===== src/design/ocu_pkg.sv =====
// ----------------------------------------------------------------------------
// Orbit camera update package
// Shared constants, types and helper functions for the orbit camera block.
// ----------------------------------------------------------------------------
package ocu_pkg;

   localparam int CORDIC_STEPS = 16;
   localparam int STEP_W       = $clog2(CORDIC_STEPS + 1);
   localparam int RED_STEPS    = 10;
   localparam int PROD_W       = 68;
   localparam int ANG_W        = 33;
   localparam int CS_W         = 34;
   localparam int Z_W          = 36;
   localparam int RED_W        = 35;

   typedef logic signed [PROD_W-1:0] prod_type;
   typedef logic signed [ANG_W-1:0]  ang_type;
   typedef logic signed [CS_W-1:0]   cs_type;
   typedef logic signed [Z_W-1:0]    z_type;
   typedef logic signed [31:0]       q16_type;

   localparam longint DEG360      = 64'sd23592960;
   localparam longint RED_BIAS    = 64'sd183 * DEG360;
   localparam longint Q24_90      = 64'sd90 <<< 24;
   localparam longint Q24_180     = 64'sd180 <<< 24;
   localparam longint Q24_360     = 64'sd360 <<< 24;
   localparam longint CORDIC_GAIN = 64'sd652032874;
   localparam longint RAD_TO_DEG  = 64'sd961263669;
   localparam longint PITCH_MAX   = 64'sd5898240;
   localparam longint YAW_BASE    = 64'sd11796480;
   localparam longint DIST_RESET  = 64'sd3276800;
   localparam longint DY_SCALE    = 64'sd6554;
   localparam longint DX_SCALE    = 64'sd19661;

   localparam longint ATAN_LOW [11] = '{
      64'sd754974720, 64'sd445687602, 64'sd235489088, 64'sd119537938,
      64'sd60000934, 64'sd30029717, 64'sd15018523, 64'sd7509719,
      64'sd3754917, 64'sd1877466, 64'sd938734
   };

   localparam logic CSR_CAP_PITCH = 1'b0;
   localparam logic CSR_ZOOM_STEP = 1'b1;

   typedef enum logic [4:0] {
      ST_IDLE, ST_ZMUL, ST_ZAPP, ST_PMUL, ST_PAPP, ST_AMUL, ST_AAPP,
      ST_SC1, ST_SC1W, ST_HMUL, ST_HSTO, ST_VMUL, ST_VSTO,
      ST_SC2, ST_SC2W, ST_XMUL, ST_XSTO, ST_CMUL, ST_CSTO, ST_OUT
   } state_type;

   typedef enum logic [2:0] {
      SC_IDLE, SC_REDUCE, SC_FOLD, SC_ROTATE, SC_DONE
   } sc_state_type;

   typedef struct packed {
      logic    start;
      ang_type angle;
   } sc_cmd_type;

   typedef struct packed {
      logic    done;
      q16_type sin;
      q16_type cos;
   } sc_res_type;

   // rotation angle of one step, degrees in Q24
   function automatic z_type atan_step(input logic [STEP_W-1:0] i);
      longint t;
      t = 0;
      if (i < STEP_W'(11)) begin
         t = ATAN_LOW[i[3:0]];
      end else begin
         t = (RAD_TO_DEG + (64'sd1 <<< (int'(i) - 1))) >>> int'(i);
      end
      return z_type'(t);
   endfunction

   function automatic q16_type sat32(input prod_type v);
      q16_type r;
      r = v[31:0];
      if (v > prod_type'(64'sd2147483647)) begin
         r = 32'sh7fffffff;
      end else if (v < prod_type'(-64'sd2147483648)) begin
         r = 32'sh80000000;
      end
      return r;
   endfunction

endpackage


===== src/design/ocu_sincos.sv =====
// ----------------------------------------------------------------------------
// Orbit camera sine/cosine unit
// Iterative modulo-360 reduction, quadrant fold and CORDIC rotation.
// ----------------------------------------------------------------------------
module ocu_sincos (
   input  logic                clock,
   input  logic                reset,
   input  ocu_pkg::sc_cmd_type cmd,
   output ocu_pkg::sc_res_type res
);

   ocu_pkg::sc_state_type              state_ff, state_in;
   logic [ocu_pkg::STEP_W-1:0]         cnt_ff, cnt_in;
   logic [ocu_pkg::RED_W-1:0]          u_ff, u_in;
   ocu_pkg::cs_type                    x_ff, x_in, y_ff, y_in;
   ocu_pkg::z_type                     z_ff, z_in;
   logic                               negc_ff, negc_in;
   ocu_pkg::z_type                     start_sum, trial, zf, zw;
   ocu_pkg::cs_type                    xs, ys, xo;

   always_ff @(posedge clock) begin
      if (reset) begin
         state_ff <= ocu_pkg::SC_IDLE;
      end else begin
         state_ff <= state_in;
      end
      cnt_ff  <= cnt_in;
      u_ff    <= u_in;
      x_ff    <= x_in;
      y_ff    <= y_in;
      z_ff    <= z_in;
      negc_ff <= negc_in;
   end

   always_comb begin
      state_in  = state_ff;
      cnt_in    = cnt_ff;
      u_in      = u_ff;
      x_in      = x_ff;
      y_in      = y_ff;
      z_in      = z_ff;
      negc_in   = negc_ff;
      start_sum = ocu_pkg::z_type'(cmd.angle) + ocu_pkg::z_type'(ocu_pkg::RED_BIAS);
      trial     = ocu_pkg::z_type'({1'b0, u_ff})
                - (ocu_pkg::z_type'(ocu_pkg::DEG360) <<< cnt_ff);
      zf        = ocu_pkg::z_type'({1'b0, u_ff}) <<< 8;
      zw        = zf;
      xs        = x_ff >>> cnt_ff;
      ys        = y_ff >>> cnt_ff;
      unique case (state_ff)
         ocu_pkg::SC_IDLE: begin
            if (cmd.start) begin
               u_in     = start_sum[ocu_pkg::RED_W-1:0];
               cnt_in   = ocu_pkg::STEP_W'(ocu_pkg::RED_STEPS - 1);
               state_in = ocu_pkg::SC_REDUCE;
            end
         end
         ocu_pkg::SC_REDUCE: begin
            // restoring subtract of 360 degrees times a power of two
            if (!trial[ocu_pkg::Z_W-1]) begin
               u_in = trial[ocu_pkg::RED_W-1:0];
            end
            cnt_in = cnt_ff - 1'b1;
            if (cnt_ff == '0) begin
               state_in = ocu_pkg::SC_FOLD;
            end
         end
         ocu_pkg::SC_FOLD: begin
            if (zf > ocu_pkg::z_type'(ocu_pkg::Q24_180)) begin
               zw = zf - ocu_pkg::z_type'(ocu_pkg::Q24_360);
            end
            negc_in = 1'b0;
            z_in    = zw;
            if (zw > ocu_pkg::z_type'(ocu_pkg::Q24_90)) begin
               z_in    = ocu_pkg::z_type'(ocu_pkg::Q24_180) - zw;
               negc_in = 1'b1;
            end else if (zw < -ocu_pkg::z_type'(ocu_pkg::Q24_90)) begin
               z_in    = -ocu_pkg::z_type'(ocu_pkg::Q24_180) - zw;
               negc_in = 1'b1;
            end
            x_in     = ocu_pkg::cs_type'(ocu_pkg::CORDIC_GAIN);
            y_in     = '0;
            cnt_in   = '0;
            state_in = ocu_pkg::SC_ROTATE;
         end
         ocu_pkg::SC_ROTATE: begin
            if (!z_ff[ocu_pkg::Z_W-1]) begin
               x_in = x_ff - ys;
               y_in = y_ff + xs;
               z_in = z_ff - ocu_pkg::atan_step(cnt_ff);
            end else begin
               x_in = x_ff + ys;
               y_in = y_ff - xs;
               z_in = z_ff + ocu_pkg::atan_step(cnt_ff);
            end
            cnt_in = cnt_ff + 1'b1;
            if (cnt_ff == ocu_pkg::STEP_W'(ocu_pkg::CORDIC_STEPS - 1)) begin
               state_in = ocu_pkg::SC_DONE;
            end
         end
         ocu_pkg::SC_DONE: begin
            state_in = ocu_pkg::SC_IDLE;
         end
         default: begin
            state_in = ocu_pkg::SC_IDLE;
         end
      endcase
   end

   assign xo       = negc_ff ? -x_ff : x_ff;
   assign res.done = (state_ff == ocu_pkg::SC_DONE);
   assign res.sin  = y_ff[31:0];
   assign res.cos  = xo[31:0];

endmodule


===== config.mk =====
export PLATFORM = sky130hd
export DESIGN_NAME = ocu_sincos
export DESIGN_NICKNAME = d
export VERILOG_FILES = /design/src/design/ocu_pkg.sv /design/src/design/ocu_sincos.sv
export SDC_FILE = /design/constraint.sdc
export NUM_CORES = 1
export LEC_CHECK = 0
export ABC_AREA = 1
export BUFFER_PORTS_ARGS = -buffer_cell sky130_fd_sc_hd__buf_4
export CELL_PAD_IN_SITES_DETAIL_PLACEMENT = 1
export CELL_PAD_IN_SITES_GLOBAL_PLACEMENT = 2
export CORE_MARGIN = 2
export CORE_UTILIZATION = 35
export CTS_CLUSTER_DIAMETER = 100
export DETAILED_ROUTE_END_ITERATION = 8
export GPL_TIMING_DRIVEN = 1
export MAX_ROUTING_LAYER = met4
export PLACE_DENSITY = 0.82
export SLEW_MARGIN = 20
export SYNTH_ARGS = -nofsm -noshare
export SYNTH_HDL_FRONTEND = slang
export SYNTH_SLANG_ARGS = --single-unit

===== constraint.sdc =====
create_clock -name clock -period 9.65 [get_ports clock]
set_input_delay 0.4825 -clock clock [delete_from_list [all_inputs] [get_ports clock]]
set_output_delay 0.4825 -clock clock [all_outputs]
set_load 0.05 [all_outputs]

Yosys cells after proc, flatten, opt, wreduce, memory -nomap -nowiden. Memory sizes are Yosys's and may differ from the RTL's. Cells that the tools add are included.

Flip-flop bits (word level): 148. ROM bits: 1024. Input bits: 36. Output and inout bits: 65. Logic and storage cells: 80. Memories kept: 1.

Memory list: (name not given) (depth 16, width 64, read ports 1, clocked after Yosys merged registers in 0, wr ports 0, RTL line ocu_pkg.sv:70) `t = ATAN_LOW[i[3:0]];`.

$add $sub $neg: 16. $lt $le $gt $ge: 5. Eq/ne operators: 9. Shift operators: 5. Mux-type cells: 28. Bitwise gates (word level): 1. Reductions and logical operators: 8.

Operator list (number): 36-bit 2-to-1 mux (12); 34-bit one-hot mux with 2 select lines (2); 36-bit one-hot mux with 2 select lines (1); 33-bit by 36-bit subtractor with 36-bit output, first input constant (2); 36-bit subtractor (2); 35-bit 2-to-1 mux (2); 35-bit one-hot mux with 2 select lines (1); 34-bit adder (2); 34-bit 2-to-1 mux (2); 34-bit by 5-bit >>> shifter with 34-bit output (2); 34-bit subtractor (2); 31-bit by 64-bit adder with 64-bit output, first input constant (1); 2-bit by 32-bit <<< shifter with 64-bit output, first input constant (1); 64-bit by 5-bit >>> shifter with 36-bit output (1); 36-bit adder (1); 36-bit by 32-bit > comparator with 1-bit output, second input constant (1); 36-bit by 33-bit > comparator with 1-bit output, second input constant (1); 36-bit by 32-bit less-than comparator with 1-bit output, second input constant (1); 26-bit by 5-bit <<< shifter with 36-bit output, first input constant (1); 36-bit by 34-bit subtractor with 36-bit output, second input constant (1); 33-bit by 34-bit adder with 35-bit output, second input constant (1); 32-bit 2-to-1 mux (1); 32-bit negator (1); 5-bit one-hot mux with 4 select lines (1); 21 further kinds (29).

Depth between registers and ports, before layout.
Depth after elaboration: 10. Mapped depth: 46. Mapped depth without buffers: 41.

Worst setup path before layout. No wires, ideal clock.

Kind: register -> register. From: register state_ff[1]. To: register cnt_ff[4] in the netlist's numbering, data pin. Setup time: 0.255 ns. Arrival time: 6.781 ns. Data required time: 9.395 ns. Setup slack: 2.614 ns. Cell stages (with the launch flop): 12. Path buffers: 2. Period minus slack after synthesis: 7.036 ns. Cell sequence: dfxtp_1 -> inv_1 -> nor2_1 -> nand2_1 -> clkbuf_1 -> clkbuf_1 -> fa_1 -> nand2_1 -> nand2_1 -> a21oi_1 -> xor2_1 -> nor2_1.

Longest elaborated chain between the ends: 2. Elaborated cells between the ends (all ways): 5. Those cells by class: 3 x eq/ne; 1 x mux; 1 x reduce/logical.

Ends and longest elaborated chain: start, declared (RTL line ocu_sincos.sv:12) `ocu_pkg::sc_state_type state_ff, state_in;`; start signal, assigned (RTL line ocu_sincos.sv:23) `state_ff <= ocu_pkg::SC_IDLE;`; start signal, assigned (RTL line ocu_sincos.sv:25) `state_ff <= state_in;`; 3-bit by 2-bit == test with 1-bit output (tied with other cells) (RTL line ocu_sincos.sv:50) `unique case (state_ff)`; 5-bit one-hot mux with 4 select lines * (RTL line ocu_sincos.sv:50); end signal, assigned (RTL line ocu_sincos.sv:27) `cnt_ff <= cnt_in;`; end, declared (RTL line ocu_sincos.sv:13) `logic [ocu_pkg::STEP_W-1:0] cnt_ff, cnt_in;`.

Every way passes the cells marked *; elsewhere a longest branch is shown, timed or not. A chain may end at the register's enable or synchronous reset.

Worst setup path in the final report.
From: register cnt_ff[2] in the netlist's numbering. To: register z_ff[32], data pin.

Longest elaborated chain between the ends: 10. Elaborated cells between the ends (all ways): 18. Those cells by class: 4 x add/sub; 1 x order compare; 2 x shift; 9 x mux; 1 x bitwise; 1 x memory.

Ends and longest elaborated chain: 5-bit by 1-bit subtractor with 6-bit output or 4-bit inverter with 5-bit output (tied branches) (RTL line ocu_pkg.sv:72, ocu_pkg.sv:70); 2-bit by 32-bit <<< shifter with 64-bit output or memory 16 x 64 bit (tied branches); 31-bit by 64-bit adder with 64-bit output or 36-bit 2-to-1 mux (tied branches) (RTL line ocu_pkg.sv:72, ocu_pkg.sv:70); 64-bit by 5-bit >>> shifter with 36-bit output or 36-bit 2-to-1 mux (tied branches) (RTL line ocu_pkg.sv:72, ocu_pkg.sv:70); 36-bit 2-to-1 mux * (RTL line ocu_pkg.sv:69) `if (i < STEP_W'(11)) begin`; 36-bit 2-to-1 mux (RTL line ocu_sincos.sv:87) `if (!z_ff[ocu_pkg::Z_W-1]) begin`; 36-bit 2-to-1 mux (RTL line ocu_sincos.sv:50); 36-bit subtractor or 36-bit adder (tied branches) (RTL line ocu_sincos.sv:90, ocu_sincos.sv:94); 36-bit 2-to-1 mux * (RTL line ocu_sincos.sv:87); 36-bit one-hot mux with 2 select lines * (RTL line ocu_sincos.sv:50); named net z_in[32] (RTL line ocu_sincos.sv:16) `ocu_pkg::z_type z_ff, z_in;`; end signal, assigned (RTL line ocu_sincos.sv:31) `z_ff <= z_in;`; end, declared (RTL line ocu_sincos.sv:16).

The timed path passes the listed nets; every way through them passes the cells marked *. The select of a mux whose other input is x is not followed.

==> results.rst <==
.. list-table::
   :header-rows: 1

   * - Metric
     - Value
   * - Wire length of the first global-routing pass
     - 132,700 um
   * - Critical Path Sink
     - z_ff[32]
   * - Final #Nets
     - 3,603
   * - Flops & latches, synth
     - 148
   * - Actual transition at the worst max-transition pin
     - 889.4 ps
   * - Multi-input logic area
     - 0.01492 mm2
   * - TritonCTS clock tree
     - done
   * - Fraction of the cycle the final worst path needs
     - 0.8033
   * - Share of the synthesized area in compound gates (AO/OA/AOI/OAI)
     - 0.2069
   * - Number of clock buffers inserted by TritonCTS
     - 17
   * - Sum of net half-perimeters after detailed placement
     - 66,230 um
   * - Cell count after synthesis
     - 3,442
   * - Final hold violation count
     - 0
   * - Worst path arrival time
     - 8010 ps
   * - Post-DR wirelength/cell
     - 19.91 um
   * - Synth Area in XOR/XNOR
     - 0.06327
   * - Via count of the first global-routing pass
     - 24,051
   * - Startpoint class of the critical path
     - register
   * - Row count
     - 90
   * - Startpoint of the most critical setup path
     - cnt_ff[2]
   * - Number of inserted filler cells in the final layout
     - 8,066
   * - Worst-path maximum fanout
     - 34
   * - Leading register cell type out of synthesis
     - sky130_fd_sc_hd__edfxtp_1
   * - Width of the die
     - 252.2 um
   * - Height of the chip
     - 252.2 um
   * - Port Buffers
     - 100
   * - Initial core utilization
     - 0.3558
   * - Final min period
     - 7752 ps
   * - Reg-to-reg critical path startpoint
     - cnt_ff[2]
   * - Maxcap violations
     - 0
   * - Post-synthesis adder-cell area fraction
     - 0.08846
   * - Accumulated negative setup slack
     - 0 ps
   * - Area of the die
     - 0.06359 mm2
   * - Dominant combinational cell family by area after synthesis
     - simple AND/OR/NAND/NOR gates
   * - Pins over their slew limit
     - 0
   * - Clock tree skew after final layout
     - 12.53 ps
   * - Final number of setup-violating endpoints
     - 0
   * - Grt total ovfl
     - 0
   * - Status
     - finished, final reports clean
   * - Setup repair after global routing missed its margin
     - false
   * - Mean cell area of the mapped netlist
     - 6.263 um2
   * - Number of antenna violations at the first check in global routing
     - 0
   * - Via density per instance
     - 5.469
   * - Clk buf depth
     - 2
   * - Most Frequent Cell on Critical Path
     - sky130_fd_sc_hd__nand2_1
   * - Post-CTS sizing
     - 0
   * - Setup slack after placement
     - 1891 ps
   * - Number of vias after detailed routing
     - 23,036
   * - Critical hold path startpoint
     - cmd[1]
   * - Remaining antenna violation count
     - 0
   * - Total area of sequential cells
     - 0.004414 mm2
   * - Summed instance area of the synthesized netlist
     - 0.02156 mm2
   * - Std-Cell Core Area
     - 0.06058 mm2
   * - Final worst-path setup slack
     - 1898 ps
   * - Inserted Diodes
     - 0
   * - Worst min path class
     - input pin to register
   * - Count of boundary I/O pins
     - 101
   * - Clock H-tree levels
     - 4
   * - Layout cells sized above 1
     - 0.06939
   * - Number of library cell types mapped by synthesis
     - 66
   * - Slowest cell on crit path
     - sky130_fd_sc_hd__edfxtp_1
   * - Required time worst endpoint
     - 9910 ps
   * - Violation count after the first detailed-route iteration
     - 1,226
   * - Remaining DRCs
     - 0
   * - Area delta synth->final
     - 7.923%
   * - Sinks on the clock net
     - 148
   * - Clock latency of the later-clocked register in the worst-skew pair
     - 510 ps
   * - Maximum number of pins on one net before global-route repair
     - 80
   * - Syn Nets
     - 3,628
   * - Terminus of the critical flop-to-flop path
     - z_ff[32]
   * - Headroom to the max-slew limit
     - 0.4071
   * - Simple-gate area share of the yosys netlist
     - 0.3175
   * - Post-CTS repair timing setup buffer count
     - 0
   * - Clk Tree Root Cell
     - sky130_fd_sc_hd__clkbuf_16
   * - Number of synthesized flops with an enable pin
     - 145
   * - Total GRT Usage
     - 0.2714
   * - Clock-pin slew reported for the worst setup and hold paths after clock tree synthesis
     - 70 ps
   * - Number of warnings reported in the yosys synthesis log
     - 0
   * - Maximum clock frequency
     - 129.0 MHz
   * - Sort of element at the end of the critical path
     - register
   * - R2r setup slk
     - 1900 ps
   * - Crit Path Category
     - register to register
   * - Slowest cell delay on critical path
     - 860 ps
   * - Mux contribution to synthesized area
     - 0.01439
   * - Fraction of the yosys area taken by sequential cells
     - 0.2048
   * - Final RePlAce weighted congestion
     - 0.9170
   * - Total iterations of the first detailed-routing run
     - 5
   * - Total length of routed wires
     - 83,850 um
   * - Number of hold buffers added after cts
     - 0
   * - Cells on worst reg2reg path
     - 34
   * - Async set or reset register ratio after synthesis
     - 0
[synth_stat cells, types with 21 or more instances]
cell / instances / area, um2
sky130_fd_sc_hd__nand3_1: 212 / 1061
sky130_fd_sc_hd__nand4_1: 60 / 375.4
sky130_fd_sc_hd__o21a_1: 21 / 157.7
sky130_fd_sc_hd__nand2_1: 948 / 3558
sky130_fd_sc_hd__buf_4: 41 / 307.8
sky130_fd_sc_hd__buf_1: 27 / 101.4
sky130_fd_sc_hd__a21oi_1: 271 / 1356
sky130_fd_sc_hd__inv_1: 350 / 1314
sky130_fd_sc_hd__clkbuf_1: 53 / 198.9
sky130_fd_sc_hd__xor2_1: 117 / 1025
sky130_fd_sc_hd__xnor2_1: 35 / 306.5
sky130_fd_sc_hd__mux2i_1: 31 / 310.3
sky130_fd_sc_hd__o211ai_1: 35 / 262.8
sky130_fd_sc_hd__buf_2: 35 / 175.2
sky130_fd_sc_hd__o21ai_1: 54 / 270.3
sky130_fd_sc_hd__o21ai_0: 322 / 1612
sky130_fd_sc_hd__nor3_1: 37 / 185.2
sky130_fd_sc_hd__nor2_1: 286 / 1074
sky130_fd_sc_hd__ha_1: 146 / 1827
sky130_fd_sc_hd__edfxtp_1: 145 / 4354
[registers in the layout, summed over array words and instances, names as in the netlist]
signal / count
x_ff: 34
z_ff: 36
cnt_ff: 5
negc_ff: 1
y_ff: 34
state_ff: 3
u_ff: 35
[logic make-up after synthesis]
group | Yosys count
xor+xnor | 154
mux | 31
fa+ha+maj | 150
compound gates | 804
simple gates | 1625
flops | 148
buf+inv | 530
[worst min-delay path by stage]
stage               endpoint  slack [ps]  cells after the start
finish               u_ff[1]         240                      3
global route         u_ff[0]         230                      3
CTS                  u_ff[1]         210                      3
detailed placement   u_ff[3]         670                      2
global placement     z_ff[0]         650                      3
floorplan            z_ff[8]         530                      2
[per-stage QoR]
stage | utilization | hold slack, ps | cell area, um2 | cells
finish | 0.3840 | 238.1 | 23260 | 4212
detailed placement | 0.3734 | 666.9 | 22620 | 4180
global route | 0.3840 | 232.7 | 23260 | 4212
CTS | 0.3840 | 210.5 | 23260 | 4212
floorplan | - | 525.1 | 21560 | 3442
global placement | 0.3729 | 655.0 | 22590 | 4179
[worst max-delay path: cells and delay by family (launching register included)]
family / cells / cell delay [ps]
flip-flops: 1 / 860
AND/OR/NAND/NOR: 18 / 2190
buffers and inverters: 4 / 710
XOR/XNOR: 1 / 160
adder cells (fa/ha/maj): 4 / 1450
AO/OA/AOI/OAI: 7 / 2110
[per-layer routing]
metal	up-vias	GRT usage	wire (um)
met2	339	0.4926	43210
met5	-	-	0
met3	127	0.02564	1817
met4	0	0.1009	2941
met1	11063	0.3086	35890
li1	11507	-	-
[cells in the final DEF (no fill, tap or decap), types with 8 or more instances in the layout]
cell type and n:
sky130_fd_sc_hd__nand2_1 947, sky130_fd_sc_hd__inv_1 348, sky130_fd_sc_hd__o21ai_0 322, sky130_fd_sc_hd__nor2_1 284, sky130_fd_sc_hd__a21oi_1 270, sky130_fd_sc_hd__nand3_1 212
sky130_fd_sc_hd__ha_1 146, sky130_fd_sc_hd__edfxtp_1 145, sky130_fd_sc_hd__buf_4 119, sky130_fd_sc_hd__xor2_1 117, sky130_fd_sc_hd__nand4_1 60, sky130_fd_sc_hd__o21ai_1 54
sky130_fd_sc_hd__nor3_1 36, sky130_fd_sc_hd__o211ai_1 35, sky130_fd_sc_hd__xnor2_1 35, sky130_fd_sc_hd__mux2i_1 31, sky130_fd_sc_hd__o21a_1 21, sky130_fd_sc_hd__or2_2 19
sky130_fd_sc_hd__nor4_1 18, sky130_fd_sc_hd__clkbuf_16 17, sky130_fd_sc_hd__o22ai_1 14, sky130_fd_sc_hd__inv_2 13, sky130_fd_sc_hd__a31oi_1 12, sky130_fd_sc_hd__o21bai_1 10
sky130_fd_sc_hd__nor2_4 8, sky130_fd_sc_hd__nand2_2 8, sky130_fd_sc_hd__nand3b_1 8, sky130_fd_sc_hd__o31ai_1 8
[final cells by class]
class / count / area share
Tap cell: 782 / 0.04206
Inverter: 366 / 0.05948
Clock buffer: 17 / 0.01829
Multi-Input combinational cell: 2764 / 0.6415
Clock inverter: 15 / 0.009358
Timing Repair Buffer: 120 / 0.03958
Sequential cell: 148 / 0.1897
Power is not shown: default switching activity piles up to over one toggle a cycle in this logic, so the estimate is an artifact.
